$ cat src/rtl/core/bbc_pkg.sv
// Shared types and constants of the LRU block buffer cache.
package bbc_pkg;

  // Command kinds carried in the input word.
  typedef enum logic [2:0] {
    KIND_GET      = 3'd0,
    KIND_RELEASE  = 3'd1,
    KIND_INVAL    = 3'd2,
    KIND_DISABLE  = 3'd3,
    KIND_ENABLE   = 3'd4,
    KIND_SETFLAGS = 3'd5
  } kind_t;

  // Result status codes.
  localparam logic [1:0] STATUS_OK        = 2'd0;
  localparam logic [1:0] STATUS_NO_BUFFER = 2'd1;
  localparam logic [1:0] STATUS_NOT_HELD  = 2'd2;

  // Update broadcast from the controller to every cell.
  typedef enum logic [2:0] {
    UPD_NONE,
    UPD_HIT,
    UPD_CLAIM,
    UPD_RELEASE,
    UPD_INVAL,
    UPD_DISABLE,
    UPD_SETFLAGS
  } upd_op_t;

  // Recency move that goes with a release.
  typedef enum logic [1:0] {
    MOVE_NONE,
    MOVE_HEAD,
    MOVE_TAIL
  } move_t;

  // Controller states.
  typedef enum logic [1:0] {
    ST_IDLE,
    ST_SCAN,
    ST_APPLY
  } state_t;

  localparam int unsigned IN_DATA_W  = 56;
  localparam int unsigned OUT_DATA_W = 16;
  localparam logic [7:0]  REFS_MAX   = 8'hFF;

endpackage

$ cat src/rtl/core/bbc_cell.sv
// One buffer entry of the cache with its stage of the search chain.
module bbc_cell
  import bbc_pkg::*;
#(
  parameter int unsigned NUM_BUFFERS = 32,
  parameter int unsigned INDEX       = 0,
  parameter int unsigned IW          = 5
) (
  input  logic          clk,
  input  logic          rst,
  // Command fields held by the controller.
  input  logic [7:0]    cmd_device,
  input  logic [31:0]   cmd_block,
  input  logic          cmd_nc,
  input  logic          cmd_vin,
  input  logic          cmd_din,
  input  logic [IW-1:0] sel_idx,
  // Update broadcast.
  input  upd_op_t       upd_op,
  input  logic [IW-1:0] upd_idx,
  input  move_t         upd_move,
  input  logic [IW-1:0] upd_rank,
  input  logic          upd_clrv,
  // Search token from the previous cell.
  input  logic          in_go,
  input  logic          in_hit_f,
  input  logic [IW-1:0] in_hit_rank,
  input  logic [IW-1:0] in_hit_idx,
  input  logic          in_hit_v,
  input  logic          in_hit_d,
  input  logic          in_free_f,
  input  logic [IW-1:0] in_free_rank,
  input  logic [IW-1:0] in_free_idx,
  input  logic [7:0]    in_tgt_refs,
  input  logic [IW-1:0] in_tgt_rank,
  input  logic          in_tgt_v,
  input  logic          in_tgt_d,
  input  logic          in_tgt_unc,
  // Search token to the next cell.
  output logic          out_go,
  output logic          out_hit_f,
  output logic [IW-1:0] out_hit_rank,
  output logic [IW-1:0] out_hit_idx,
  output logic          out_hit_v,
  output logic          out_hit_d,
  output logic          out_free_f,
  output logic [IW-1:0] out_free_rank,
  output logic [IW-1:0] out_free_idx,
  output logic [7:0]    out_tgt_refs,
  output logic [IW-1:0] out_tgt_rank,
  output logic          out_tgt_v,
  output logic          out_tgt_d,
  output logic          out_tgt_unc
);

  localparam logic [IW-1:0] MY_IDX    = IW'(INDEX);
  localparam logic [IW-1:0] RESET_RNK = IW'(NUM_BUFFERS - 1 - INDEX);
  localparam logic [IW-1:0] TAIL_RNK  = IW'(NUM_BUFFERS - 1);

  logic [7:0]    device;
  logic [31:0]   block;
  logic          valid;
  logic          dirty;
  logic          uncached;
  logic [7:0]    refs;
  logic [IW-1:0] rank;

  logic tag_match;
  logic is_free;
  logic take_hit;
  logic take_free;
  logic is_upd;

  assign tag_match = (device == cmd_device) && (block == cmd_block);
  assign is_free   = (refs == 8'd0) && !dirty;
  assign take_hit  = tag_match && (!in_hit_f || (rank < in_hit_rank));
  assign take_free = is_free && (!in_free_f || (rank > in_free_rank));
  assign is_upd    = (upd_idx == MY_IDX);

  // Search stage: fold this entry into the token and pass it on.
  always_ff @(posedge clk) begin
    if (rst) begin
      out_go <= 1'b0;
    end else begin
      out_go <= in_go;
    end
    out_hit_f     <= in_hit_f || take_hit;
    out_hit_rank  <= take_hit ? rank : in_hit_rank;
    out_hit_idx   <= take_hit ? MY_IDX : in_hit_idx;
    out_hit_v     <= take_hit ? valid : in_hit_v;
    out_hit_d     <= take_hit ? dirty : in_hit_d;
    out_free_f    <= in_free_f || take_free;
    out_free_rank <= take_free ? rank : in_free_rank;
    out_free_idx  <= take_free ? MY_IDX : in_free_idx;
    if (sel_idx == MY_IDX) begin
      out_tgt_refs <= refs;
      out_tgt_rank <= rank;
      out_tgt_v    <= valid;
      out_tgt_d    <= dirty;
      out_tgt_unc  <= uncached;
    end else begin
      out_tgt_refs <= in_tgt_refs;
      out_tgt_rank <= in_tgt_rank;
      out_tgt_v    <= in_tgt_v;
      out_tgt_d    <= in_tgt_d;
      out_tgt_unc  <= in_tgt_unc;
    end
  end

  // Entry state: apply the broadcast update.
  always_ff @(posedge clk) begin
    if (rst) begin
      device   <= 8'd0;
      block    <= 32'd0;
      valid    <= 1'b0;
      dirty    <= 1'b0;
      uncached <= 1'b0;
      refs     <= 8'd0;
      rank     <= RESET_RNK;
    end else begin
      unique case (upd_op)
        UPD_HIT: begin
          if (is_upd && refs != REFS_MAX) begin
            refs <= refs + 8'd1;
          end
        end
        UPD_CLAIM: begin
          if (is_upd) begin
            device   <= cmd_device;
            block    <= cmd_block;
            valid    <= 1'b0;
            dirty    <= 1'b0;
            uncached <= cmd_nc;
            refs     <= 8'd1;
          end
        end
        UPD_RELEASE: begin
          if (is_upd) begin
            refs <= refs - 8'd1;
            if (upd_clrv) begin
              valid <= 1'b0;
            end
            if (upd_move == MOVE_HEAD) begin
              rank <= '0;
            end else if (upd_move == MOVE_TAIL) begin
              rank <= TAIL_RNK;
            end
          end else if (upd_move == MOVE_HEAD && rank < upd_rank) begin
            rank <= rank + IW'(1);
          end else if (upd_move == MOVE_TAIL && rank > upd_rank) begin
            rank <= rank - IW'(1);
          end
        end
        UPD_INVAL: begin
          if (device == cmd_device) begin
            valid <= 1'b0;
            dirty <= 1'b0;
          end
        end
        UPD_DISABLE: begin
          if (is_free) begin
            valid <= 1'b0;
          end
        end
        UPD_SETFLAGS: begin
          if (is_upd) begin
            valid <= cmd_vin;
            dirty <= cmd_din;
          end
        end
        default: begin
        end
      endcase
    end
  end

endmodule

$ cat config.mk
export PLATFORM = sky130hd
export DESIGN_NAME = bbc_cell
export DESIGN_NICKNAME = d
export VERILOG_FILES = /design/src/rtl/core/bbc_pkg.sv /design/src/rtl/core/bbc_cell.sv
export SDC_FILE = /design/constraint.sdc
export NUM_CORES = 1
export LEC_CHECK = 0
export ABC_AREA = 1
export BUFFER_PORTS_ARGS = -buffer_cell sky130_fd_sc_hd__buf_2
export CAP_MARGIN = 40
export CORE_MARGIN = 5
export CORE_UTILIZATION = 48
export CTS_CLUSTER_DIAMETER = 100
export DETAILED_ROUTE_END_ITERATION = 7
export GPL_ROUTABILITY_DRIVEN = 1
export HOLD_SLACK_MARGIN = 0.03
export PLACE_DENSITY = 0.77
export SETUP_SLACK_MARGIN = 0.5
export SLEW_MARGIN = 20
export SYNTH_ARGS = -nofsm -noshare
export SYNTH_HDL_FRONTEND = slang
export SYNTH_SLANG_ARGS = --single-unit
$ cat constraint.sdc
create_clock -name clk -period 2.1 [get_ports clk]
set_input_delay 0.42 -clock clk [delete_from_list [all_inputs] [get_ports clk]]
set_output_delay 0.42 -clock clk [all_outputs]
set_load 0.02 [all_outputs]
Word level (Yosys, flattened, before mapping)
Index checks and enable logic that the tools add are counted.
Storage, ports and cells
  flip-flop bits (word level): 97
  input port bits: 107
  output and inout bits: 41
  logic and storage cells: 101
Cells by class
  add/sub/neg operators: 4
  $lt $le $gt $ge: 4
  equal/unequal tests: 19
  muxes and demuxes: 27
  reductions and logical operators: 26
Operators with widths (number)
  $mux W5: 8
  $eq A32 B32 Y1: 1
  $mux W8: 4
  $pmux W8 S3: 1
  $ne A2 B2 Y1 const B: 7
  $mux W1: 12
  $gt A5 B5 Y1: 2
  $logic_not A5 Y1: 2
  $lt A5 B5 Y1: 2
  $eq A3 B3 Y1 const B: 3
  $reduce_bool A3 Y1: 3
  $add A8 B1 Y8 const B: 1
  $eq A8 B8 Y1: 1
  $logic_not A8 Y1: 1
  $ne A8 B8 Y1 const B: 1
  $reduce_and A4 Y1: 2
  $sub A8 B1 Y8 const B: 1
  $logic_and A1 B1 Y1: 7
  $reduce_and A7 Y1: 1
  $eq A3 B2 Y1 const B: 2
  $add A5 B1 Y5 const B: 1
  $pmux W1 S5: 1
  $reduce_bool A5 Y1: 1
  $sub A5 B1 Y5 const B: 1
  other kinds (9): 14

Logic depth before layout (Yosys ltp)
  depth after elaboration: 5
  gate-level depth with buffers: 18
  depth with buffers taken out: 18

Worst setup path after synthesis
No wires, ideal clock.
  path type: input-to-reg
  start point: input port upd_rank[4]
  end point: register rank[4]
  library setup time: 0.115 ns
  arrival: 2.125 ns
  required time: 1.985 ns
  setup slack: -0.140 ns
  cell stages on the path: 18
  buffers on the path: 0
  cells stage by stage: inv_1 -> ha_1 -> nand2_1 -> nor2_1 -> nand2_1 -> nand4_1 -> inv_1 -> fa_1 -> inv_1 -> nand3_1 -> nand2_1 -> nand2_1 -> nand2_1 -> nand2_1 -> nand3_1 -> nand2_1 -> nand2_1 -> nand2_1
On the way
  cells in the longest elaborated chain, start to end: 4
  elaborated cells on any way between the ends: 8
  those cells by class: 2 x order compare; 2 x mux; 4 x reduce/logical
RTL lines
  start, declared: line bbc_cell.sv:22  | input logic [IW-1:0] upd_rank,
  $lt A5 B5 Y1 or $gt A5 B5 Y1 (tied branches): line bbc_cell.sv:148, bbc_cell.sv:150
  $logic_and A1 B1 Y1, on equally long branches: line bbc_cell.sv:148, bbc_cell.sv:150
  $reduce_bool A3 Y1 (no line) or $mux W5 (tied branches)
  $reduce_and A3 Y1 (no line) or $mux W5 (tied branches)
  end signal, assigned: line bbc_cell.sv:149  | rank <= rank + IW'(1);
  end signal, assigned: line bbc_cell.sv:151  | rank <= rank - IW'(1);
  end, declared: line bbc_cell.sv:66  | logic [IW-1:0] rank;
Several ways; a longest one is shown, not always the timed one.
A chain may end at the register's enable or synchronous reset.

Worst setup path after layout
  start point: register rank[2]
  end point: register rank[4]
On the way
  cells in the longest elaborated chain, start to end: 4
  elaborated cells on any way between the ends: 11
  those cells by class: 2 x add/sub; 2 x order compare; 3 x mux; 4 x reduce/logical
RTL lines
  $sub A5 B1 Y5, or another cell as far along: line bbc_cell.sv:151
  $mux W5, or another cell as far along: line bbc_cell.sv:150  | end else if (upd_move == MOVE_TAIL && rank > upd_rank) begin
  $mux W5 or $reduce_bool A3 Y1 (tied branches)
  $mux W5 or $reduce_and A3 Y1 (tied branches)
Several ways; a longest one is shown, not always the timed one. The select of a mux whose other input is x is not followed.

==> reports/metrics.cfg <==
[placed_design]
port_buffers=147
place_inst=1088
place.gp.congestion=0.917
dpl.hpwl_mm=10.3
placed_area_um2=6370

[sta]
tns_ps=-387
finalHoldViolations=0
relSlewSlack=0.683
min_period_over_period=1.07
worstMarginPinSlew_ps=476
fmax_mhz=447
rsz0062_at_grt=true
period_minus_slack_ps=2240
setup_viol=3
setup_ws_ps=-139
clock_skew_ps=16.5
slew_violations=0

[clocking]
clk_pin_slew_worst_paths_ps=100
clock_latency_ps=390
cts_root_buffer=clkbuf_8
cts_buffers=9
htreeDepth=3
clock-sinks=97
clockBufferDepth=2
cts_tree=done

[finish]
diodes=0
multiInputGateArea_um2=3110
final_nets=1109
regArea_um2=1950
instances_no_fill=1122
drive_gt1_frac=0.316
synthToLayoutAreaGrowth_pct=35.4
design_area_um2=7100
fillers=920
post-route-util=0.658

[die]
die_x_um=115
io_pins=148
rows=38
start_util=0.486
fp.dieH_um=115
core_area_um2=10800
dieArea_um2=13100

[route]
dr.pass1.iters=5
num_vias=5451
drcViolationCount=0
vias_per_cell=4.86
ant_nets=0
drt_iter0_markers=325
wl_per_cell_um=13.2
wirelength_mm=14.8

[global_route]
grt_pass1_vias=4922
grt_usage=0.214
antenna_found_initial=1
grt_max_degree=52
grt_pass1_wl_mm=22.6
grt.overflow.total=0

[power_and_ir_drop]
p_per_area_nw_per_um2=574
pwr-share-clk=0.304
intPower_w=0.00285
combPwrFrac=0.214
switchingPower_w=0.00123
switching_share=0.301
p_seq_frac=0.482
irDropWorstVdd_mv=0.428
p_leak_nw=3.65

[hold_path]
hp-class=in2reg
holdPathEnd=out_hit_idx[2]
hold_depth=3
hold_start=in_hit_idx[2]

[logic_synthesis]
synth-edff-count=0
synth_area_um2=5250
ys_warn_count=0
synth_top_area_cell=dfxtp_1
avgSynthCellArea_um2=6.51
async_flop_share=0
ys_seq_area_frac=0.370
synth_nets=938
yosys_most_used_dff=dfxtp_1
synth-seq-cells=97
synth_cell_types=28
synth_top_area_share=0.370
synth_cells=806
synthTopCellsByArea=dfxtp_1 37%, nand2_1 18%, inv_1 11%

[worst_setup_path]
arrival_ps=2520
r2r-end=rank[4]
reg2reg_slack_ps=-140
critPathLaunchType=flop
crit_fanout=3
r2r_start=rank[2]
path_class=reg2reg
cpMostUsedCell=nand2_1
crit_chain=ha_4 > nand2_2 > nor2_4 > nand2_2 > nand4_1 > buf_6 > inv_4 > fa_2 > inv_2 > nand3_4 > nand2_2 > nand2_2 > nand2_1 > nand2_1 > nand3_1 > nand2_1 > nand2_1 > nand2_1
cp_slowest_cell=dfxtp_4
r2r_cells=18
crit_required_ps=2380
critical-path-max-stage-delay_ps=370
end_kind=flop

[run_status]
violations=negative setup slack
status=finished with violations

[flow_run]
cap_violations=0

==> layout by cell type, fill, tap and decap left out, types with 3 or more instances in the layout <==
cell / Yosys / layout
nand4_1: 18 / 18
nand3_1: 26 / 17
inv_2: 4 / 10
nand3_2: 1 / 8
buf_12: 0 / 4
dfxtp_2: 0 / 6
nor2_2: 2 / 3
inv_4: 0 / 5
nor2_4: 3 / 4
nand2_4: 0 / 8
ha_4: 0 / 15
buf_2: 8 / 144
buf_4: 0 / 22
o21ai_1: 6 / 10
xor2_1: 4 / 4
o21ai_0: 64 / 58
nor3_1: 4 / 4
xnor2_1: 7 / 6
inv_1: 149 / 135
buf_6: 2 / 7
mux2_2: 3 / 3
nand2_2: 0 / 31
a21oi_1: 59 / 52
dfxtp_1: 97 / 90
a21oi_2: 0 / 6
nand2_1: 245 / 206
clkbuf_8: 0 / 9
ha_1: 23 / 7
nor2_1: 61 / 59
==> how the worst max path moves through the flow <==
stage	startpoint	to	slack [ps]	cells past startpoint
2_1_floorplan	upd_rank[4]	rank[4]	-60	18
3_3_place_gp	upd_rank[4]	rank[4]	-270	19
3_5_place_dp	upd_rank[4]	rank[4]	-340	19
4_1_cts	rank[2]	rank[4]	-60	18
5_1_grt	rank[2]	rank[4]	-240	18
6_report	rank[2]	rank[4]	-140	18
==> through the flow <==
stage / hold WS, ps / setup WS [ps] / total power, W
floorplan: 442 / -55.8 / 0.00245
global placement: 453 / -272 / 0.00272
detailed placement: 465 / -343 / 0.00274
CTS: 193 / -60.4 / 0.00403
global route: 193 / -239 / 0.00430
finish: 219 / -139 / 0.00407
==> cell families (layout without fill, tap and decap cells) <==
group / count (synthesis) / in the layout / share of synthesized area
AO/OA/AOI/OAI: 132 / 132 / 0.127
XOR/XNOR: 11 / 11 / 0.0184
adder cells (fa/ha/maj): 25 / 25 / 0.0625
buffers and inverters: 172 / 347 / 0.128
flip-flops: 97 / 97 / 0.370
multiplexers: 3 / 3 / 0.00644
AND/OR/NAND/NOR: 366 / 367 / 0.287
==> state kept, by name (all words and copies together) (netlist names), 5 cells and up <==
name	count
out_tgt_rank	5
rank	5
out_hit_idx	5
device	8
out_free_idx	5
refs	8
out_hit_rank	5
out_free_rank	5
block	32
out_tgt_refs	8
==> power by group through the flow <==
stage / Sequential [W] / Clock (W) / Combinational [W]
global route: 0.00197 / 0.00136 / 0.000962
global placement: 0.00201 / 0 / 0.000715
detailed placement: 0.00201 / 0 / 0.000731
floorplan: 0.00211 / 0 / 0.000349
CTS: 0.00197 / 0.00127 / 0.000789
finish: 0.00196 / 0.00124 / 0.000872
==> worst max-delay path, delay by kind of cell, from the launching register on <==
kind          cells  cell delay (ps)
flops             1              370
fa+ha+maj         2              610
buf+inv           3              260
simple gates     13              900
==> routing by layer <==
layer  vias to the layer above  global-route usage  share of wire
met5                         -                   0        0.00088
met4                         2              0.0823          0.026
met3                        31              0.0539          0.081
met2                       181               0.353           0.48
met1                      2395               0.269           0.41
li1                       2842                   -              -
==> layout make-up <==
cell class | instances | area share
Inverter | 153 | 0.0861
Timing Repair Buffer | 178 | 0.149
Clock buffer | 10 | 0.0180
Multi-Input combinational cell | 538 | 0.438
Tap cell | 140 | 0.0247
Sequential cell | 97 | 0.275
Clock inverter | 6 | 0.00934
==> Yosys cell counts (6+ instances only) <==
library cell  instances
nand2_1             245
inv_1               149
dfxtp_1              97
o21ai_0              64
nor2_1               61
a21oi_1              59
nand3_1              26
ha_1                 23
nand4_1              18
clkbuf_1              9
buf_2                 8
xnor2_1               7
o21ai_1               6
==> timing repair <==
item	4_1_cts	5_1_grt
gates resized for setup	36	80
endpoints found under the setup margin	30	34
hold buffers	0	0
buffers inserted	9	7
gates cloned	1	1
pin swaps	15	25
Power figures use the tool's default switching activity.
